--- config.mk ---
export PLATFORM = sky130hd
export DESIGN_NAME = dual_axis_duty_slew_limiter
export DESIGN_NICKNAME = d
export VERILOG_FILES = /design/src/sv/dasl_pkg.sv /design/src/sv/dasl_axis.sv /design/src/sv/dasl_ser.sv /design/src/sv/dual_axis_duty_slew_limiter.sv
export SDC_FILE = /design/constraint.sdc
export NUM_CORES = 1
export LEC_CHECK = 0
export ABC_CLOCK_PERIOD_IN_PS = 44300
export BUFFER_PORTS_ARGS = -buffer_cell sky130_fd_sc_hd__buf_2
export CAP_MARGIN = 40
export CELL_PAD_IN_SITES_DETAIL_PLACEMENT = 0
export CELL_PAD_IN_SITES_GLOBAL_PLACEMENT = 1
export CORE_MARGIN = 4
export CORE_UTILIZATION = 45
export CTS_BUF_LIST = sky130_fd_sc_hd__clkbuf_16
export DETAILED_ROUTE_END_ITERATION = 7
export GPL_TIMING_DRIVEN = 0
export HOLD_SLACK_MARGIN = 0.08
export MAX_ROUTING_LAYER = met4
export PLACE_DENSITY_LB_ADDON = 0.1
export SYNTH_ARGS = -nofsm -noshare
export SYNTH_HDL_FRONTEND = slang
export SYNTH_SLANG_ARGS = --single-unit
export TNS_END_PERCENT = 20
--- constraint.sdc ---
create_clock -name i_clk -period 44.3 [get_ports i_clk]
set_input_delay 4.43 -clock i_clk [delete_from_list [all_inputs] [get_ports i_clk]]
set_output_delay 4.43 -clock i_clk [all_outputs]
set_load 0.02 [all_outputs]
--- src/sv/dasl_pkg.sv ---
`timescale 1ns / 1ps
// Shared types, codes and reset constants of the dual-axis duty slew limiter.
// No dependencies; every other file of the block refers to this package.
package dasl_pkg;

    localparam int NUM_AXES_DEF = 2;
    localparam int DUTY_W       = 16;
    localparam int APP_W        = 17;
    localparam int CFG_W        = 15;
    localparam int LVL_W        = 8;
    localparam int CFG_IDX_W    = 2;

    // item kinds
    localparam logic KIND_REQ  = 1'b0;
    localparam logic KIND_TICK = 1'b1;

    // configuration register indexes
    localparam logic [CFG_IDX_W-1:0] CFG_MIN_DUTY  = 2'd0;
    localparam logic [CFG_IDX_W-1:0] CFG_MAX_DUTY  = 2'd1;
    localparam logic [CFG_IDX_W-1:0] CFG_RAMP_STEP = 2'd2;

    // register and state reset values
    localparam logic [CFG_W-1:0] MIN_DUTY_RST  = 15'd0;
    localparam logic [CFG_W-1:0] MAX_DUTY_RST  = 15'd255;
    localparam logic [CFG_W-1:0] RAMP_STEP_RST = 15'd1;

    typedef struct packed {
        logic                     kind;
        logic                     axis;
        logic signed [DUTY_W-1:0] req_duty;
        logic                     req_dir;
    } t_in_item;

    typedef struct packed {
        logic             out_axis;
        logic             out_dir;
        logic [LVL_W-1:0] forward_level;
        logic [LVL_W-1:0] reverse_level;
        logic             last;
    } t_out_item;

    // per-axis drive result captured on a tick
    typedef struct packed {
        logic             dir;
        logic [LVL_W-1:0] level;
    } t_res_ent;

endpackage

--- src/sv/dasl_axis.sv ---
`timescale 1ns / 1ps
// Per-axis tick logic: request clamp, duty ramp with direction reversal, drive level.
// Depends on dasl_pkg.
module dasl_axis (
    input  logic signed [dasl_pkg::DUTY_W-1:0] i_req_duty,
    input  logic                               i_req_dir,
    input  logic signed [dasl_pkg::APP_W-1:0]  i_app_duty,
    input  logic                               i_app_dir,
    input  logic        [dasl_pkg::CFG_W-1:0]  i_lo,
    input  logic        [dasl_pkg::CFG_W-1:0]  i_hi,
    input  logic        [dasl_pkg::CFG_W-1:0]  i_step,
    output logic signed [dasl_pkg::DUTY_W-1:0] o_req_duty,
    output logic signed [dasl_pkg::APP_W-1:0]  o_app_duty,
    output logic                               o_app_dir,
    output dasl_pkg::t_res_ent                 o_res
);

    function automatic logic signed [17:0] f_clamp(input logic signed [17:0] v,
                                                   input logic signed [17:0] lo,
                                                   input logic signed [17:0] hi);
        logic signed [17:0] r;
        r = v;
        if (r < lo) r = lo;
        if (r > hi) r = hi;
        return r;
    endfunction

    logic signed [17:0] lo, hi, step, req, cur, rq, up, dn, nx, lvl;
    logic               ndir;

    assign lo   = signed'({3'b000, i_lo});
    assign hi   = signed'({3'b000, i_hi});
    assign step = signed'({3'b000, i_step});
    assign req  = signed'({{2{i_req_duty[15]}}, i_req_duty});
    assign cur  = signed'({i_app_duty[16], i_app_duty});

    // minimum is tested before maximum, so max wins when the two cross
    assign rq = f_clamp(req, lo, hi);
    assign up = rq - cur;
    assign dn = cur - rq;

    always_comb begin
        nx   = cur;
        ndir = i_app_dir;
        if (i_req_dir != i_app_dir) begin
            // wind down first, flip only once at or below the minimum
            if (cur <= lo) begin
                ndir = i_req_dir;
            end else begin
                nx = cur - step;
            end
        end else if (rq > cur) begin
            nx = (up >= step) ? cur + step : rq;
        end else if (rq < cur) begin
            nx = (dn >= step) ? cur - step : rq;
        end
    end

    assign lvl        = f_clamp(nx, lo, hi);
    assign o_req_duty = rq[15:0];
    assign o_app_duty = nx[16:0];
    assign o_app_dir  = ndir;
    assign o_res.dir   = ndir;
    assign o_res.level = lvl[7:0];

endmodule

--- src/sv/dasl_ser.sv ---
`timescale 1ns / 1ps
// Result serializer: holds one tick's per-axis results and hands them out
// one per cycle unless stalled, by a registered output. Uses dasl_pkg.
module dasl_ser #(
    parameter int NUM_AXES = dasl_pkg::NUM_AXES_DEF
) (
    input  logic                 i_clk,
    input  logic                 i_rst_n,
    input  logic                 i_load,
    input  dasl_pkg::t_res_ent   i_ents [NUM_AXES],
    output logic                 o_free,
    output logic                 o_out_valid,
    input  logic                 i_out_stall,
    output dasl_pkg::t_out_item  o_out_data
);

    localparam int AXW = (NUM_AXES > 1) ? $clog2(NUM_AXES) : 1;
    localparam logic [AXW-1:0] LAST_IDX = AXW'(NUM_AXES - 1);

    dasl_pkg::t_res_ent  r_ents [NUM_AXES];
    logic                r_busy;
    logic [AXW-1:0]      r_idx;
    logic                r_out_valid;
    dasl_pkg::t_out_item r_out;
    logic                out_load;
    logic                at_last;

    assign out_load = r_busy && (!r_out_valid || !i_out_stall);
    assign at_last  = (r_idx == LAST_IDX);
    assign o_free   = !r_busy || (out_load && at_last);

    always_ff @(posedge i_clk) begin
        if (!i_rst_n) begin
            r_busy      <= 1'b0;
            r_idx       <= '0;
            r_out_valid <= 1'b0;
        end else begin
            if (out_load) begin
                r_out_valid <= 1'b1;
            end else if (!i_out_stall) begin
                r_out_valid <= 1'b0;
            end
            // a new set of results restarts at the first axis
            if (i_load) begin
                r_busy <= 1'b1;
                r_idx  <= '0;
            end else if (out_load) begin
                if (at_last) begin
                    r_busy <= 1'b0;
                    r_idx  <= '0;
                end else begin
                    r_idx <= r_idx + 1'b1;
                end
            end
        end
    end

    always_ff @(posedge i_clk) begin
        if (out_load) begin
            r_out.out_axis      <= r_idx[0];
            r_out.out_dir       <= r_ents[0].dir;
            r_out.forward_level <= r_ents[0].dir ? '0 : r_ents[0].level;
            r_out.reverse_level <= r_ents[0].dir ? r_ents[0].level : '0;
            r_out.last          <= at_last;
        end
        if (i_load) begin
            r_ents <= i_ents;
        end else if (out_load) begin
            for (int k = 0; k < NUM_AXES - 1; k++) begin
                r_ents[k] <= r_ents[k + 1];
            end
        end
    end

    assign o_out_valid = r_out_valid;
    assign o_out_data  = r_out;

    a_load_when_free: assert property (@(posedge i_clk) disable iff (!i_rst_n)
        i_load |-> o_free)
        else $error("serializer loaded while still busy");

    a_load_restarts: assert property (@(posedge i_clk) disable iff (!i_rst_n)
        i_load |=> (r_busy && r_idx == '0))
        else $error("serializer did not restart at the first axis");

    a_last_flag: assert property (@(posedge i_clk) disable iff (!i_rst_n)
        (out_load && at_last) |=> (o_out_valid && o_out_data.last))
        else $error("final axis result not flagged last");

endmodule

--- src/sv/dual_axis_duty_slew_limiter.sv ---
`timescale 1ns / 1ps
// Dual-axis PWM duty slew limiter, top level. Depends on dasl_pkg, dasl_axis, dasl_ser.
// A tick passes the input register, then the serializer's result store, before its
// first axis result is registered at the output. One request per cycle unless a
// stalled tick holds the input; results leave in turn via the single output register.
// Reset (synchronous, active low): registers to min 0, max 255, step 1;
// all requested and applied duties and directions to zero; no results pending.
module dual_axis_duty_slew_limiter #(
    parameter int NUM_AXES = dasl_pkg::NUM_AXES_DEF
) (
    input  logic                              i_clk,
    input  logic                              i_rst_n,
    input  logic                              i_in_valid,
    output logic                              o_in_stall,
    input  dasl_pkg::t_in_item                i_in_data,
    output logic                              o_out_valid,
    input  logic                              i_out_stall,
    output dasl_pkg::t_out_item               o_out_data,
    input  logic                              i_cfg_we,
    input  logic [dasl_pkg::CFG_IDX_W-1:0]    i_cfg_idx,
    input  logic [dasl_pkg::CFG_W-1:0]        i_cfg_data
);

    // configuration registers
    logic [dasl_pkg::CFG_W-1:0] r_min, r_max, r_step;

    // input register
    logic               r_in_valid;
    dasl_pkg::t_in_item r_in;

    // per-axis state
    logic signed [dasl_pkg::DUTY_W-1:0] r_req_duty [NUM_AXES];
    logic                               r_req_dir  [NUM_AXES];
    logic signed [dasl_pkg::APP_W-1:0]  r_app_duty [NUM_AXES];
    logic                               r_app_dir  [NUM_AXES];

    // per-axis next values from the tick logic
    logic signed [dasl_pkg::DUTY_W-1:0] n_req_duty [NUM_AXES];
    logic signed [dasl_pkg::APP_W-1:0]  n_app_duty [NUM_AXES];
    logic                               n_app_dir  [NUM_AXES];
    dasl_pkg::t_res_ent                 w_res      [NUM_AXES];

    logic ser_free;
    logic adv;
    logic is_tick;

    // Write a register on enable; indexes past the list are dropped.
    always_ff @(posedge i_clk) begin
        if (!i_rst_n) begin
            r_min  <= dasl_pkg::MIN_DUTY_RST;
            r_max  <= dasl_pkg::MAX_DUTY_RST;
            r_step <= dasl_pkg::RAMP_STEP_RST;
        end else if (i_cfg_we) begin
            unique case (i_cfg_idx)
                dasl_pkg::CFG_MIN_DUTY:  r_min  <= i_cfg_data;
                dasl_pkg::CFG_MAX_DUTY:  r_max  <= i_cfg_data;
                dasl_pkg::CFG_RAMP_STEP: r_step <= i_cfg_data;
                default: ;
            endcase
        end
    end

    // The held item advances at once if it is a request; a tick advances only
    // when the serializer can take the new set of axis results.
    assign is_tick    = (r_in.kind == dasl_pkg::KIND_TICK);
    assign adv        = r_in_valid && (!is_tick || ser_free);
    assign o_in_stall = r_in_valid && !adv;

    // Take a transfer whenever the input register is empty or moving on.
    always_ff @(posedge i_clk) begin
        if (!i_rst_n) begin
            r_in_valid <= 1'b0;
        end else if (!o_in_stall) begin
            r_in_valid <= i_in_valid;
        end
    end

    always_ff @(posedge i_clk) begin
        if (!o_in_stall && i_in_valid) begin
            r_in <= i_in_data;
        end
    end

    // One tick unit per axis; a request touches only the addressed axis,
    // and only axes 0 and 1 can be addressed by the one-bit axis field.
    for (genvar A = 0; A < NUM_AXES; A++) begin : g_axis
        localparam logic AXIS_BIT = 1'(A % 2);
        localparam bit   ADDRESSABLE = (A < 2);

        logic wr_req;

        assign wr_req = adv && !is_tick && ADDRESSABLE && (r_in.axis == AXIS_BIT);

        dasl_axis u_axis (
            .i_req_duty (r_req_duty[A]),
            .i_req_dir  (r_req_dir[A]),
            .i_app_duty (r_app_duty[A]),
            .i_app_dir  (r_app_dir[A]),
            .i_lo       (r_min),
            .i_hi       (r_max),
            .i_step     (r_step),
            .o_req_duty (n_req_duty[A]),
            .o_app_duty (n_app_duty[A]),
            .o_app_dir  (n_app_dir[A]),
            .o_res      (w_res[A])
        );

        always_ff @(posedge i_clk) begin
            if (!i_rst_n) begin
                r_req_duty[A] <= signed'({1'b0, dasl_pkg::MIN_DUTY_RST});
                r_req_dir[A]  <= 1'b0;
                r_app_duty[A] <= signed'({2'b00, dasl_pkg::MIN_DUTY_RST});
                r_app_dir[A]  <= 1'b0;
            end else if (adv && is_tick) begin
                // clamped request is kept as the new stored request
                r_req_duty[A] <= n_req_duty[A];
                r_app_duty[A] <= n_app_duty[A];
                r_app_dir[A]  <= n_app_dir[A];
            end else if (wr_req) begin
                r_req_duty[A] <= r_in.req_duty;
                r_req_dir[A]  <= r_in.req_dir;
            end
        end
    end

    // Hand the tick's results to the serializer, which drives the output.
    dasl_ser #(
        .NUM_AXES (NUM_AXES)
    ) u_ser (
        .i_clk       (i_clk),
        .i_rst_n     (i_rst_n),
        .i_load      (adv && is_tick),
        .i_ents      (w_res),
        .o_free      (ser_free),
        .o_out_valid (o_out_valid),
        .i_out_stall (i_out_stall),
        .o_out_data  (o_out_data)
    );

    a_empty_no_stall: assert property (@(posedge i_clk) disable iff (!i_rst_n)
        !r_in_valid |-> !o_in_stall)
        else $error("input stalled with an empty input register");

    a_flip_at_min: assert property (@(posedge i_clk) disable iff (!i_rst_n)
        (adv && is_tick && (r_app_dir[0] != r_req_dir[0])
            && (r_app_duty[0] > signed'({2'b00, r_min})))
        |=> (r_app_dir[0] == $past(r_app_dir[0])))
        else $error("axis 0 direction flipped above the minimum duty");

endmodule
==> results of run 1 <==
==> sequential cells by signal, summed over array words and instances (netlist names), 15 cells and up <==
signal            count
r_in                 18
r_max                15
u_ser.o_out_data     18
r_req_duty           32
r_app_duty           34
r_min                15
u_ser.r_ents         18
r_step               15
==> worst reg2reg max path, delay by kind of cell, from the launching register on <==
| family | cells | cell delay [ps] |
|---|---|---|
| adder cells (fa/ha/maj) | 9 | 2460 |
| XOR/XNOR | 1 | 170 |
| multiplexers | 4 | 2290 |
| AND/OR/NAND/NOR | 11 | 1850 |
| buffers and inverters | 8 | 3460 |
| flip-flops | 1 | 480 |
| AO/OA/AOI/OAI | 42 | 9590 |
==> final cells by class <==
type	count	area share, %
antenna	1	0.0109
buffer	118	2.12
clock buffer	17	1.85
clock inverter	15	0.907
inverter	182	2.97
multi-input combinational	2111	66.2
sequential	174	20.5
tap	607	3.30
timing repair buffer	85	2.16
==> synthesized netlist by cell type, drive strengths merged (48+ instances only) <==
master  number  area [um^2]
ha         338         4230
nand2      264          991
a21oi      198          991
o21ai      188          941
nor2       186          701
inv        182          683
edfxtp     123         3690
clkbuf      88          330
xnor2       82          718
a21o        69          518
o211ai      59          448
mux2        53          597
nand3       53          265
dfxtp       51         1020
mux2i       50          500
nor2b       48          308
==> metrics by stage <==
step	cells	instance area [um^2]
6_report	3310	23000
4_1_cts	3308	23000
2_1_floorplan	2585	21100
5_1_grt	3310	23000
3_5_place_dp	3276	22400
3_3_place_gp	3253	22200
==> cell families (layout without fill, tap and decap cells) <==
family,after synthesis,count (layout),synth area share (%)
xor gates and xnor gates,102,102,4.23
adders and majority gates,346,346,20.8
other,0,1,0
DFF,174,174,22.3
AOI/OAI and AO/OA,806,806,25.0
muxes,103,103,5.20
and+or+nand+nor,754,754,16.9
buffers and inverters,300,417,5.55
==> how the worst max path moves through the flow <==
stage / end / depth (start not counted) / slack (ps)
2_1_floorplan: u_ser.r_ents[1] / 80 / 28900
3_3_place_gp: u_ser.r_ents[1] / 78 / 23730
3_5_place_dp: u_ser.r_ents[1] / 80 / 24220
4_1_cts: u_ser.r_ents[1] / 80 / 24080
5_1_grt: u_ser.r_ents[1] / 81 / 22870
6_report: u_ser.r_ents[15] / 75 / 23780
==> report_power, final <==
part	internal (mW)	switching [mW]	total (mW)
clock	0.0782	0.0821	0.160
sequential	0.193	0.0149	0.208
combinational	0.352	0.604	0.956
total	0.623	0.701	1.32
==> metal layers <==
metal | part of all wire, % | vias to the layer above
met5 | 0 | -
met4 | 5.0 | 0
met3 | 8.5 | 195
met2 | 45 | 924
met1 | 42 | 9986
li1 | - | 9657
==> run_summary.xml, run 1 <==
<?xml version="1.0" encoding="UTF-8"?>
<metrics>
  <group name="outcome">
    <metric name="result_of_the_run" unit="">complete, no violations</metric>
  </group>
  <group name="detailed_routing">
    <metric name="ant_nets" unit="">0</metric>
    <metric name="drc" unit="">0</metric>
    <metric name="routed_wirelength_normalized_by_instance_count" unit="um">26.4</metric>
    <metric name="num_vias" unit="">20800</metric>
    <metric name="drt_iter0_markers" unit="">2259</metric>
    <metric name="firstDrtPassIters" unit="">6</metric>
    <metric name="per_cell_via_count_in_the_routed_design" unit="">6.27</metric>
    <metric name="route.final.wire_length" unit="um">87500</metric>
  </group>
  <group name="cells_and_area">
    <metric name="layout-drive-gt1-share" unit="%">8.55</metric>
    <metric name="fillers" unit="">4628</metric>
    <metric name="fin_util" unit="%">49.6</metric>
    <metric name="final_net_count" unit="">3076</metric>
    <metric name="mostFrequentLayoutCells" unit="">ha_1, nand2_1, a21oi_1</metric>
    <metric name="final_common_cell" unit="">ha_1</metric>
    <metric name="area_growth_from_synthesis_to_layout" unit="%">9.07</metric>
    <metric name="sequential_cell_area" unit="mm^2">0.00471</metric>
    <metric name="multiInputGateArea" unit="mm^2">0.0152</metric>
  </group>
  <group name="worst_hold_path">
    <metric name="hold_path.startpoint" unit="">u_ser.at_last</metric>
    <metric name="holdPathEnd" unit="">u_ser.o_out_data[0]</metric>
    <metric name="hold_path_class" unit="">reg2reg</metric>
    <metric name="holdPathStages" unit="">0</metric>
  </group>
  <group name="timing">
    <metric name="final_setup_skew" unit="ps">14.9</metric>
    <metric name="unrepaired_setup_endpoints_after_global_routing" unit="">false</metric>
    <metric name="fin_crit" unit="ps">20520</metric>
    <metric name="max_slew.worst_pin.slew" unit="ps">959</metric>
    <metric name="slew_violations" unit="">0</metric>
    <metric name="slew-limit-headroom" unit="%">34.2</metric>
    <metric name="post-route-period-util" unit="%">46.3</metric>
    <metric name="finalHoldWorstSlack" unit="ps">495</metric>
    <metric name="max_freq" unit="MHz">48.7</metric>
    <metric name="setup_ws" unit="ps">23780</metric>
    <metric name="hold_viol_final" unit="">0</metric>
    <metric name="setup_viol" unit="">0</metric>
    <metric name="setup-tns-final" unit="ps">0</metric>
  </group>
  <group name="grt">
    <metric name="grt_start_max_net_pins" unit="">36</metric>
    <metric name="grt_use_met2" unit="%">53.9</metric>
    <metric name="grt.total_usage" unit="%">34.4</metric>
    <metric name="gr-max-usage-layer" unit="">met2</metric>
    <metric name="grt_antenna_before_repair" unit="">3</metric>
    <metric name="grt_pass1_wl" unit="um">127000</metric>
    <metric name="number_of_global_route_vias_before_repair" unit="">19800</metric>
    <metric name="globalRouteOverflowTotal" unit="">0</metric>
    <metric name="met1_global_route_usage" unit="%">44.8</metric>
    <metric name="grt_util_met3" unit="%">5.26</metric>
  </group>
  <group name="synth">
    <metric name="syn-num-nets" unit="">2972</metric>
    <metric name="post_synthesis_async_set_or_reset_flop_share" unit="%">0</metric>
    <metric name="syn_inst" unit="">2585</metric>
    <metric name="synth-edff-count" unit="">123</metric>
    <metric name="synth.lib_cells_used.distinct" unit="">85</metric>
    <metric name="yosys_most_used_dff" unit="">edfxtp_1</metric>
    <metric name="yosys_warnings" unit="">0</metric>
    <metric name="avgSynthCellArea" unit="um^2">8.17</metric>
    <metric name="mappedNetlistArea" unit="mm^2">0.0211</metric>
    <metric name="postSynthRegisterBits" unit="">174</metric>
    <metric name="ys_seq_area_share" unit="%">22.3</metric>
  </group>
  <group name="die">
    <metric name="die_area" unit="mm^2">0.0504</metric>
    <metric name="die_width" unit="um">225</metric>
    <metric name="floorplan.initialDensity" unit="%">45.4</metric>
    <metric name="die_height" unit="um">225</metric>
    <metric name="core_area" unit="mm^2">0.0465</metric>
    <metric name="ios" unit="">62</metric>
    <metric name="rows" unit="">79</metric>
  </group>
  <group name="worst_setup_path">
    <metric name="rr_worst_depth" unit="">75</metric>
    <metric name="rr_startpoint" unit="">r_min[1]</metric>
    <metric name="cpMaxStageDelayCell" unit="">mux2i_1</metric>
    <metric name="cpPeakStageDelay" unit="ps">880</metric>
    <metric name="critPathMaxFanout" unit="">10</metric>
    <metric name="crit_required" unit="ps">44450</metric>
    <metric name="crit_path_end_kind" unit="">register</metric>
    <metric name="reg2reg_slack" unit="ps">23780</metric>
    <metric name="bufs_and_invs_on_worst_path" unit="">8</metric>
    <metric name="startpoint_type" unit="">register</metric>
    <metric name="setup.worst_path.class" unit="">reg2reg</metric>
    <metric name="setup.worst_path.start" unit="">r_min[1]</metric>
    <metric name="critical_path_arrival" unit="ps">20670</metric>
    <metric name="reg2reg_to" unit="">u_ser.r_ents[15]</metric>
    <metric name="critical-path-top-delay-family" unit="">compound AO/OA/AOI/OAI gates</metric>
    <metric name="critPathMostFrequentCell" unit="">a21o_1</metric>
  </group>
  <group name="clock_tree">
    <metric name="cts_tree" unit="">built</metric>
    <metric name="postCtsHoldBufs" unit="">0</metric>
    <metric name="tritoncts.num_buffers" unit="">17</metric>
    <metric name="cts_setup_buffers" unit="">0</metric>
    <metric name="ctsLongestPathBuffers" unit="">2</metric>
    <metric name="cts.clk_slew.worst_paths" unit="ps">80</metric>
    <metric name="clk-insertion-delay-late" unit="ps">450</metric>
    <metric name="clock_sink_count" unit="">174</metric>
    <metric name="clock_root_buffer" unit="">clkbuf_16</metric>
    <metric name="htree_num_levels" unit="">4</metric>
    <metric name="cts_resized" unit="">0</metric>
  </group>
  <group name="power_and_ir_drop">
    <metric name="power.total" unit="mW">1.32</metric>
    <metric name="vdd_ir_drop_max" unit="mV">0.0304</metric>
    <metric name="cellPowerDensity" unit="mW/mm^2">57.5</metric>
    <metric name="p_leak" unit="nW">9.75</metric>
  </group>
  <group name="place">
    <metric name="pre_cts_ws" unit="ps">24220</metric>
    <metric name="detailed_place_hpwl" unit="um">71900</metric>
    <metric name="place.gp.congestion" unit="">0.995</metric>
    <metric name="numPortBuffers" unit="">61</metric>
  </group>
  <group name="job">
    <metric name="max-cap-violations" unit="">0</metric>
  </group>
</metrics>
Power figures use the tool's default switching activity.
==> run 2: changes to the inputs <==
--- a/config.mk
+++ b/config.mk
@@ -5,7 +5,8 @@
 export SDC_FILE = /design/constraint.sdc
 export NUM_CORES = 1
 export LEC_CHECK = 0
-export ABC_CLOCK_PERIOD_IN_PS = 44300
+export ABC_AREA = 1
+export ABC_CLOCK_PERIOD_IN_PS = 19600
 export BUFFER_PORTS_ARGS = -buffer_cell sky130_fd_sc_hd__buf_2
 export CAP_MARGIN = 40
 export CELL_PAD_IN_SITES_DETAIL_PLACEMENT = 0
==> constraint.sdc (replaced) <==
create_clock -name i_clk -period 19.6 [get_ports i_clk]
set_input_delay 1.96 -clock i_clk [delete_from_list [all_inputs] [get_ports i_clk]]
set_output_delay 1.96 -clock i_clk [all_outputs]
set_load 0.02 [all_outputs]
==> run 2 against run 1 <==
Sequential share of layout area is 0.12 points higher. Sequential power is 130% higher. Critical path type unchanged. Fmax is 45% higher. Hold slack worse by 33 ps. Worst setup slack worse by 18000 ps. Clock power is 110% higher.
==> run_summary.xml, run 2 <==
<?xml version="1.0" encoding="UTF-8"?>
<metrics>
  <group name="clock_tree">
    <metric name="clock_sink_count" unit="">174</metric>
    <metric name="cts_setup_buffers" unit="">0</metric>
    <metric name="ctsLongestPathBuffers" unit="">2</metric>
    <metric name="cts.clk_slew.worst_paths" unit="ps">80</metric>
    <metric name="htree_num_levels" unit="">4</metric>
    <metric name="clk-insertion-delay-late" unit="ps">460</metric>
    <metric name="cts_tree" unit="">built</metric>
    <metric name="tritoncts.num_buffers" unit="">17</metric>
    <metric name="cts_resized" unit="">0</metric>
    <metric name="clock_root_buffer" unit="">clkbuf_16</metric>
    <metric name="postCtsHoldBufs" unit="">0</metric>
  </group>
  <group name="worst_hold_path">
    <metric name="hold_path_class" unit="">reg2reg</metric>
  </group>
  <group name="timing">
    <metric name="setup_viol" unit="">0</metric>
    <metric name="slew-limit-headroom" unit="%">39.5</metric>
    <metric name="setup-tns-final" unit="ps">0</metric>
    <metric name="slew_violations" unit="">0</metric>
    <metric name="fin_crit" unit="ps">14130</metric>
    <metric name="max_freq" unit="MHz">70.8</metric>
    <metric name="max_slew.worst_pin.slew" unit="ps">897</metric>
    <metric name="post-route-period-util" unit="%">72.1</metric>
    <metric name="final_setup_skew" unit="ps">14.0</metric>
    <metric name="hold_viol_final" unit="">0</metric>
    <metric name="unrepaired_setup_endpoints_after_global_routing" unit="">false</metric>
  </group>
  <group name="synth">
    <metric name="portion_of_synthesized_cell_area_occupied_by_the_leading_cell_type" unit="%">20.0</metric>
    <metric name="synth.top_cells.by_area" unit="">ha_1, edfxtp_1, nand2_1</metric>
    <metric name="avgSynthCellArea" unit="um^2">7.08</metric>
    <metric name="synth-edff-count" unit="">123</metric>
    <metric name="synth.lib_cells_used.distinct" unit="">62</metric>
    <metric name="post_synthesis_async_set_or_reset_flop_share" unit="%">0</metric>
    <metric name="synth_area_leader" unit="">ha_1</metric>
    <metric name="postSynthRegisterBits" unit="">174</metric>
    <metric name="mappedNetlistArea" unit="mm^2">0.0211</metric>
    <metric name="yosys_warnings" unit="">0</metric>
    <metric name="ys_seq_area_share" unit="%">22.3</metric>
    <metric name="syn-num-nets" unit="">3370</metric>
    <metric name="yosys_most_used_dff" unit="">edfxtp_1</metric>
    <metric name="syn_inst" unit="">2983</metric>
    <metric name="synth_top_cells_by_count" unit="">nand2_1, inv_1, ha_1</metric>
    <metric name="dominant_cell_by_count_in_the_synthesized_netlist" unit="">nand2_1</metric>
  </group>
  <group name="cells_and_area">
    <metric name="regMostFlops" unit="">r_app_duty</metric>
    <metric name="fillers" unit="">4791</metric>
    <metric name="area_growth_from_synthesis_to_layout" unit="%">8.33</metric>
    <metric name="layout-drive-gt1-share" unit="%">8.61</metric>
    <metric name="instances_no_fill" unit="">3696</metric>
    <metric name="top_regs" unit="">r_app_duty (34), r_req_duty (32)</metric>
    <metric name="final_net_count" unit="">3463</metric>
    <metric name="sequential_cell_area" unit="mm^2">0.00471</metric>
    <metric name="largest_register_ffs" unit="">34</metric>
    <metric name="mostFrequentLayoutCells" unit="">nand2_1, inv_1, ha_1</metric>
    <metric name="multiInputGateArea" unit="mm^2">0.0144</metric>
    <metric name="diodes" unit="">0</metric>
    <metric name="final_common_cell" unit="">nand2_1</metric>
  </group>
  <group name="worst_setup_path">
    <metric name="crit_required" unit="ps">19770</metric>
    <metric name="startpoint_type" unit="">register</metric>
    <metric name="cpMaxStageDelayCell" unit="">dfxtp_1</metric>
    <metric name="critical_path_arrival" unit="ps">14300</metric>
    <metric name="reg2reg_slack" unit="ps">5470</metric>
    <metric name="cpPeakStageDelay" unit="ps">710</metric>
    <metric name="critical-path-top-delay-family" unit="">compound AO/OA/AOI/OAI gates</metric>
    <metric name="setup.worst_path.class" unit="">reg2reg</metric>
    <metric name="bufs_and_invs_on_worst_path" unit="">12</metric>
    <metric name="critPathMostFrequentCell" unit="">nand2_1</metric>
    <metric name="crit_path_end_kind" unit="">register</metric>
    <metric name="critPathMaxFanout" unit="">10</metric>
  </group>
  <group name="die">
    <metric name="die_area" unit="mm^2">0.0505</metric>
    <metric name="ios" unit="">62</metric>
    <metric name="core_area" unit="mm^2">0.0465</metric>
    <metric name="rows" unit="">79</metric>
    <metric name="die_height" unit="um">225</metric>
    <metric name="die_width" unit="um">225</metric>
    <metric name="floorplan.initialDensity" unit="%">45.5</metric>
  </group>
  <group name="power_and_ir_drop">
    <metric name="cellPowerDensity" unit="mW/mm^2">152</metric>
    <metric name="vdd_ir_drop_max" unit="mV">0.138</metric>
    <metric name="power.total" unit="mW">3.48</metric>
    <metric name="p_leak" unit="nW">11.1</metric>
  </group>
  <group name="grt">
    <metric name="grt_antenna_before_repair" unit="">1</metric>
    <metric name="grt_start_max_net_pins" unit="">21</metric>
    <metric name="grt_pass1_wl" unit="um">127000</metric>
    <metric name="globalRouteOverflowTotal" unit="">0</metric>
    <metric name="number_of_global_route_vias_before_repair" unit="">19800</metric>
    <metric name="grt.total_usage" unit="%">34.4</metric>
  </group>
  <group name="place">
    <metric name="numPortBuffers" unit="">60</metric>
    <metric name="post-place-cells" unit="">3663</metric>
    <metric name="detailed_place_hpwl" unit="um">72200</metric>
    <metric name="place.gp.congestion" unit="">1.03</metric>
  </group>
  <group name="detailed_routing">
    <metric name="firstDrtPassIters" unit="">7</metric>
    <metric name="route.final.wire_length" unit="um">87200</metric>
    <metric name="drc" unit="">0</metric>
    <metric name="ant_nets" unit="">0</metric>
    <metric name="drt_iter0_markers" unit="">2343</metric>
    <metric name="routed_wirelength_normalized_by_instance_count" unit="um">23.6</metric>
    <metric name="per_cell_via_count_in_the_routed_design" unit="">5.81</metric>
    <metric name="num_vias" unit="">21500</metric>
  </group>
  <group name="outcome">
    <metric name="result_of_the_run" unit="">complete, no violations</metric>
  </group>
  <group name="job">
    <metric name="max-cap-violations" unit="">0</metric>
  </group>
</metrics>
==> run 2: cell types whose count changed in the layout (fill, tap and decap cells not counted), sizes merged, moves of 48 or more <==
| cell | delta |
|---|---|
| mux2 | -53 |
| xor2 | +75 |
| mux2i | -50 |
| a21o | -56 |
| a21oi | +120 |
| nand2 | +406 |
| nand3 | +90 |
| xnor2 | -69 |
| nor2b | -48 |
| inv | +211 |
==> run 2: layer usage <==
layer / up-vias / GRT usage [%] / wire (um)
li1: 10300 / - / -
met1: 10100 / 45.9 / 38000
met2: 945 / 53.9 / 39400
met3: 156 / 4.96 / 6250
met4: 0 / 11.5 / 3560
met5: - / - / 0
==> run 2: layout make-up <==
type	count	share of cell area, %
Timing Repair Buffer	74	1.85
Multi-Input combinational cell	2304	62.9
Clock buffer	17	1.86
Buffer	107	2.30
Sequential cell	174	20.6
Clock inverter	15	0.650
Tap cell	607	3.32
Inverter	398	6.53
==> run 2: per-stage QoR <==
stage | hold WS, ps | area, um^2 | utilization [%] | setup slack (ps)
floorplan | 424 | 21100 | - | 9060
global placement | 437 | 22200 | 47.8 | 5760
detailed placement | 443 | 22300 | 48.0 | 5880
CTS | 462 | 22900 | 49.2 | 5830
global route | 469 | 22900 | 49.3 | 4530
finish | 462 | 22900 | 49.3 | 5470
==> run 2: power by group <==
group | internal, mW | leakage (nW) | switching [mW]
clock | 0.169 | 0.285 | 0.175
sequential | 0.442 | 1.65 | 0.0302
combinational | 0.871 | 9.21 | 1.79
==> run 2: kinds of logic (layout without fill, tap and decap cells) <==
| family | count (synthesis) | in the layout | synth area share [%] |
|---|---|---|---|
| buffers and inverters | 505 | 611 | 9.56 |
| DFF | 174 | 174 | 22.3 |
| AOI/OAI and AO/OA | 737 | 737 | 19.8 |
| xor gates and xnor gates | 108 | 108 | 4.57 |
| and+or+nand+nor | 1113 | 1113 | 23.0 |
| adders and majority gates | 346 | 346 | 20.8 |
==> run 2: final timing paths <==
path                                    start             endpoint  cells past startpoint
worst min-delay path            u_ser.at_last  u_ser.o_out_data[0]                      0
worst max register to register       r_min[0]      u_ser.r_ents[1]                     75
worst max-delay path                 r_min[0]      u_ser.r_ents[1]                     75
worst min register to register  u_ser.at_last  u_ser.o_out_data[0]                      0
==> run 3: changes to the inputs <==
--- a/config.mk
+++ b/config.mk
@@ -6,7 +6,7 @@
 export NUM_CORES = 1
 export LEC_CHECK = 0
 export ABC_AREA = 1
-export ABC_CLOCK_PERIOD_IN_PS = 19600
+export ABC_CLOCK_PERIOD_IN_PS = 14690
 export BUFFER_PORTS_ARGS = -buffer_cell sky130_fd_sc_hd__buf_2
 export CAP_MARGIN = 40
 export CELL_PAD_IN_SITES_DETAIL_PLACEMENT = 0
==> constraint.sdc (replaced) <==
create_clock -name i_clk -period 14.69 [get_ports i_clk]
set_input_delay 1.469 -clock i_clk [delete_from_list [all_inputs] [get_ports i_clk]]
set_output_delay 1.469 -clock i_clk [all_outputs]
set_load 0.02 [all_outputs]
==> run 3 against run 2 <==
Sequential power rose by 33%. Hold slack is essentially flat. Worst setup slack lost 4600 ps. Largest cell class unchanged. Largest power group unchanged. Critical path depth did not move. Highest routed layer unchanged.
==> run_summary.xml, run 3 (synthesis gave the netlist of run 2 again) <==
<?xml version="1.0" encoding="UTF-8"?>
<metrics>
  <group name="outcome">
    <metric name="result_of_the_run" unit="">complete, no violations</metric>
  </group>
  <group name="place">
    <metric name="pre_cts_ws" unit="ps">965</metric>
    <metric name="place.gp.congestion" unit="">1.03</metric>
    <metric name="detailed_place_hpwl" unit="um">72200</metric>
    <metric name="post_dp_cell_area" unit="mm^2">0.0223</metric>
    <metric name="numPortBuffers" unit="">60</metric>
  </group>
  <group name="detailed_routing">
    <metric name="drt_iter0_markers" unit="">2454</metric>
    <metric name="per_cell_via_count_in_the_routed_design" unit="">5.81</metric>
    <metric name="route.final.wire_length" unit="um">87100</metric>
    <metric name="drc" unit="">0</metric>
    <metric name="ant_nets" unit="">0</metric>
    <metric name="firstDrtPassIters" unit="">6</metric>
    <metric name="num_vias" unit="">21500</metric>
    <metric name="routed_wirelength_normalized_by_instance_count" unit="um">23.6</metric>
  </group>
  <group name="timing">
    <metric name="slew-limit-headroom" unit="%">42.1</metric>
    <metric name="final_setup_skew" unit="ps">13.8</metric>
    <metric name="setup_ws" unit="ps">860</metric>
    <metric name="post-route-period-util" unit="%">94.1</metric>
    <metric name="setup_viol" unit="">0</metric>
    <metric name="unrepaired_setup_endpoints_after_global_routing" unit="">true</metric>
    <metric name="max_freq" unit="MHz">72.3</metric>
    <metric name="fin_crit" unit="ps">13830</metric>
    <metric name="max_slew.worst_pin.slew" unit="ps">860</metric>
    <metric name="slew_violations" unit="">0</metric>
    <metric name="setup-tns-final" unit="ps">0</metric>
    <metric name="hold_viol_final" unit="">0</metric>
    <metric name="finalHoldWorstSlack" unit="ps">462</metric>
  </group>
  <group name="die">
    <metric name="die_height" unit="um">225</metric>
    <metric name="rows" unit="">79</metric>
    <metric name="floorplan.initialDensity" unit="%">45.5</metric>
    <metric name="die_width" unit="um">225</metric>
    <metric name="die_area" unit="mm^2">0.0505</metric>
    <metric name="core_area" unit="mm^2">0.0465</metric>
    <metric name="ios" unit="">62</metric>
  </group>
  <group name="power_and_ir_drop">
    <metric name="p_leak" unit="nW">11.1</metric>
    <metric name="vdd_ir_drop_max" unit="mV">0.185</metric>
    <metric name="power.total" unit="mW">4.64</metric>
    <metric name="cellPowerDensity" unit="mW/mm^2">202</metric>
  </group>
  <group name="clock_tree">
    <metric name="cts_tree" unit="">built</metric>
    <metric name="cts_resized" unit="">0</metric>
    <metric name="ctsLongestPathBuffers" unit="">2</metric>
    <metric name="clk-insertion-delay-late" unit="ps">460</metric>
    <metric name="postCtsHoldBufs" unit="">0</metric>
    <metric name="clock_sink_count" unit="">174</metric>
    <metric name="clock_root_buffer" unit="">clkbuf_16</metric>
    <metric name="cts.clk_slew.worst_paths" unit="ps">80</metric>
    <metric name="tritoncts.num_buffers" unit="">17</metric>
    <metric name="cts_setup_buffers" unit="">0</metric>
    <metric name="htree_num_levels" unit="">4</metric>
  </group>
  <group name="cells_and_area">
    <metric name="regMostFlops" unit="">r_app_duty</metric>
    <metric name="layout-drive-gt1-share" unit="%">8.74</metric>
    <metric name="area_growth_from_synthesis_to_layout" unit="%">8.36</metric>
    <metric name="diodes" unit="">0</metric>
    <metric name="largest_register_ffs" unit="">34</metric>
    <metric name="mostFrequentLayoutCells" unit="">nand2_1, inv_1, ha_1</metric>
    <metric name="top_regs" unit="">r_app_duty (34), r_req_duty (32)</metric>
    <metric name="finalInstanceArea" unit="mm^2">0.0229</metric>
    <metric name="final_common_cell" unit="">nand2_1</metric>
    <metric name="final_net_count" unit="">3463</metric>
  </group>
  <group name="worst_setup_path">
    <metric name="critPathMaxFanout" unit="">10</metric>
    <metric name="crit_path_end_kind" unit="">register</metric>
    <metric name="cpPeakStageDelay" unit="ps">670</metric>
    <metric name="critical_path_arrival" unit="ps">14000</metric>
    <metric name="setup.worst_path.class" unit="">reg2reg</metric>
    <metric name="cpMaxStageDelayCell" unit="">o21ai_0</metric>
    <metric name="rr_startpoint" unit="">r_min[1]</metric>
    <metric name="crit_required" unit="ps">14860</metric>
    <metric name="startpoint_type" unit="">register</metric>
    <metric name="critPathMostFrequentCell" unit="">nand2_1</metric>
    <metric name="setup.worst_path.start" unit="">r_min[1]</metric>
  </group>
  <group name="grt">
    <metric name="grt_start_max_net_pins" unit="">21</metric>
    <metric name="grt.total_usage" unit="%">34.4</metric>
    <metric name="grt_antenna_before_repair" unit="">1</metric>
    <metric name="globalRouteOverflowTotal" unit="">0</metric>
    <metric name="grt_pass1_wl" unit="um">127000</metric>
    <metric name="number_of_global_route_vias_before_repair" unit="">19800</metric>
  </group>
  <group name="worst_hold_path">
    <metric name="hold_path_class" unit="">reg2reg</metric>
    <metric name="hold_path.startpoint" unit="">u_ser.at_last</metric>
  </group>
  <group name="job">
    <metric name="max-cap-violations" unit="">0</metric>
  </group>
</metrics>
## run 3: cell count changes in the layout (fill, tap and decap cells not counted)
cell	previous run	this run
clkbuf_2	2	4
clkinvlp_4	0	1
clkbuf_1	54	52
o21ai_0	198	194
inv_1	374	373
dfxtp_2	0	1
o21ai_1	26	30
dfxtp_1	51	50
## run 3: area by class of cell
cell class | instances | area, um^2
Clock inverter | 15 | 149
Sequential cell | 174 | 4720
Inverter | 398 | 1500
Clock buffer | 17 | 425
Multi-Input combinational cell | 2304 | 14400
Fill cell | 4792 | 23600
Tap cell | 607 | 759
Timing Repair Buffer | 74 | 423
Buffer | 107 | 528
## run 3: routing by layer
metal  wire length [um]  track usage [%]  vias to the layer above  share of wire [%]
li1                   -                -                    10300                  -
met1              38000             45.9                    10100                 44
met2              39200             53.9                      917                 45
met3               6180             4.96                      170                7.1
met4               3700             11.5                        0                4.2
met5                  0                -                        -                  0
## run 3: metrics by stage
step / util, % / cells
after floorplan: - / 2983
after global placement: 47.8 / 3650
after detailed placement: 48.0 / 3663
after CTS: 49.2 / 3695
after global routing: 49.3 / 3696
final: 49.3 / 3696
## run 3: path summary, 6_finish.rpt
check             slack [ps]  depth (start not counted)                  end
setup / recovery         860                         75      u_ser.r_ents[1]
hold / removal           460                          0  u_ser.o_out_data[0]
setup reg to reg         860                         75      u_ser.r_ents[1]
hold reg to reg          460                          0  u_ser.o_out_data[0]
## run 3: worst max-delay path, delay by kind of cell (launching register included)
family / cells / cell delay [ps]
adder cells (fa/ha/maj): 9 / 2720
XOR/XNOR: 1 / 210
buffers and inverters: 11 / 2320
AND/OR/NAND/NOR: 31 / 3260
flip-flops: 1 / 380
AO/OA/AOI/OAI: 23 / 4570
## run 3: power by group
group          total [mW]  internal [mW]  switching (mW)
registers           0.630          0.589          0.0403
logic                3.55           1.16            2.38
clock network       0.459          0.226           0.233
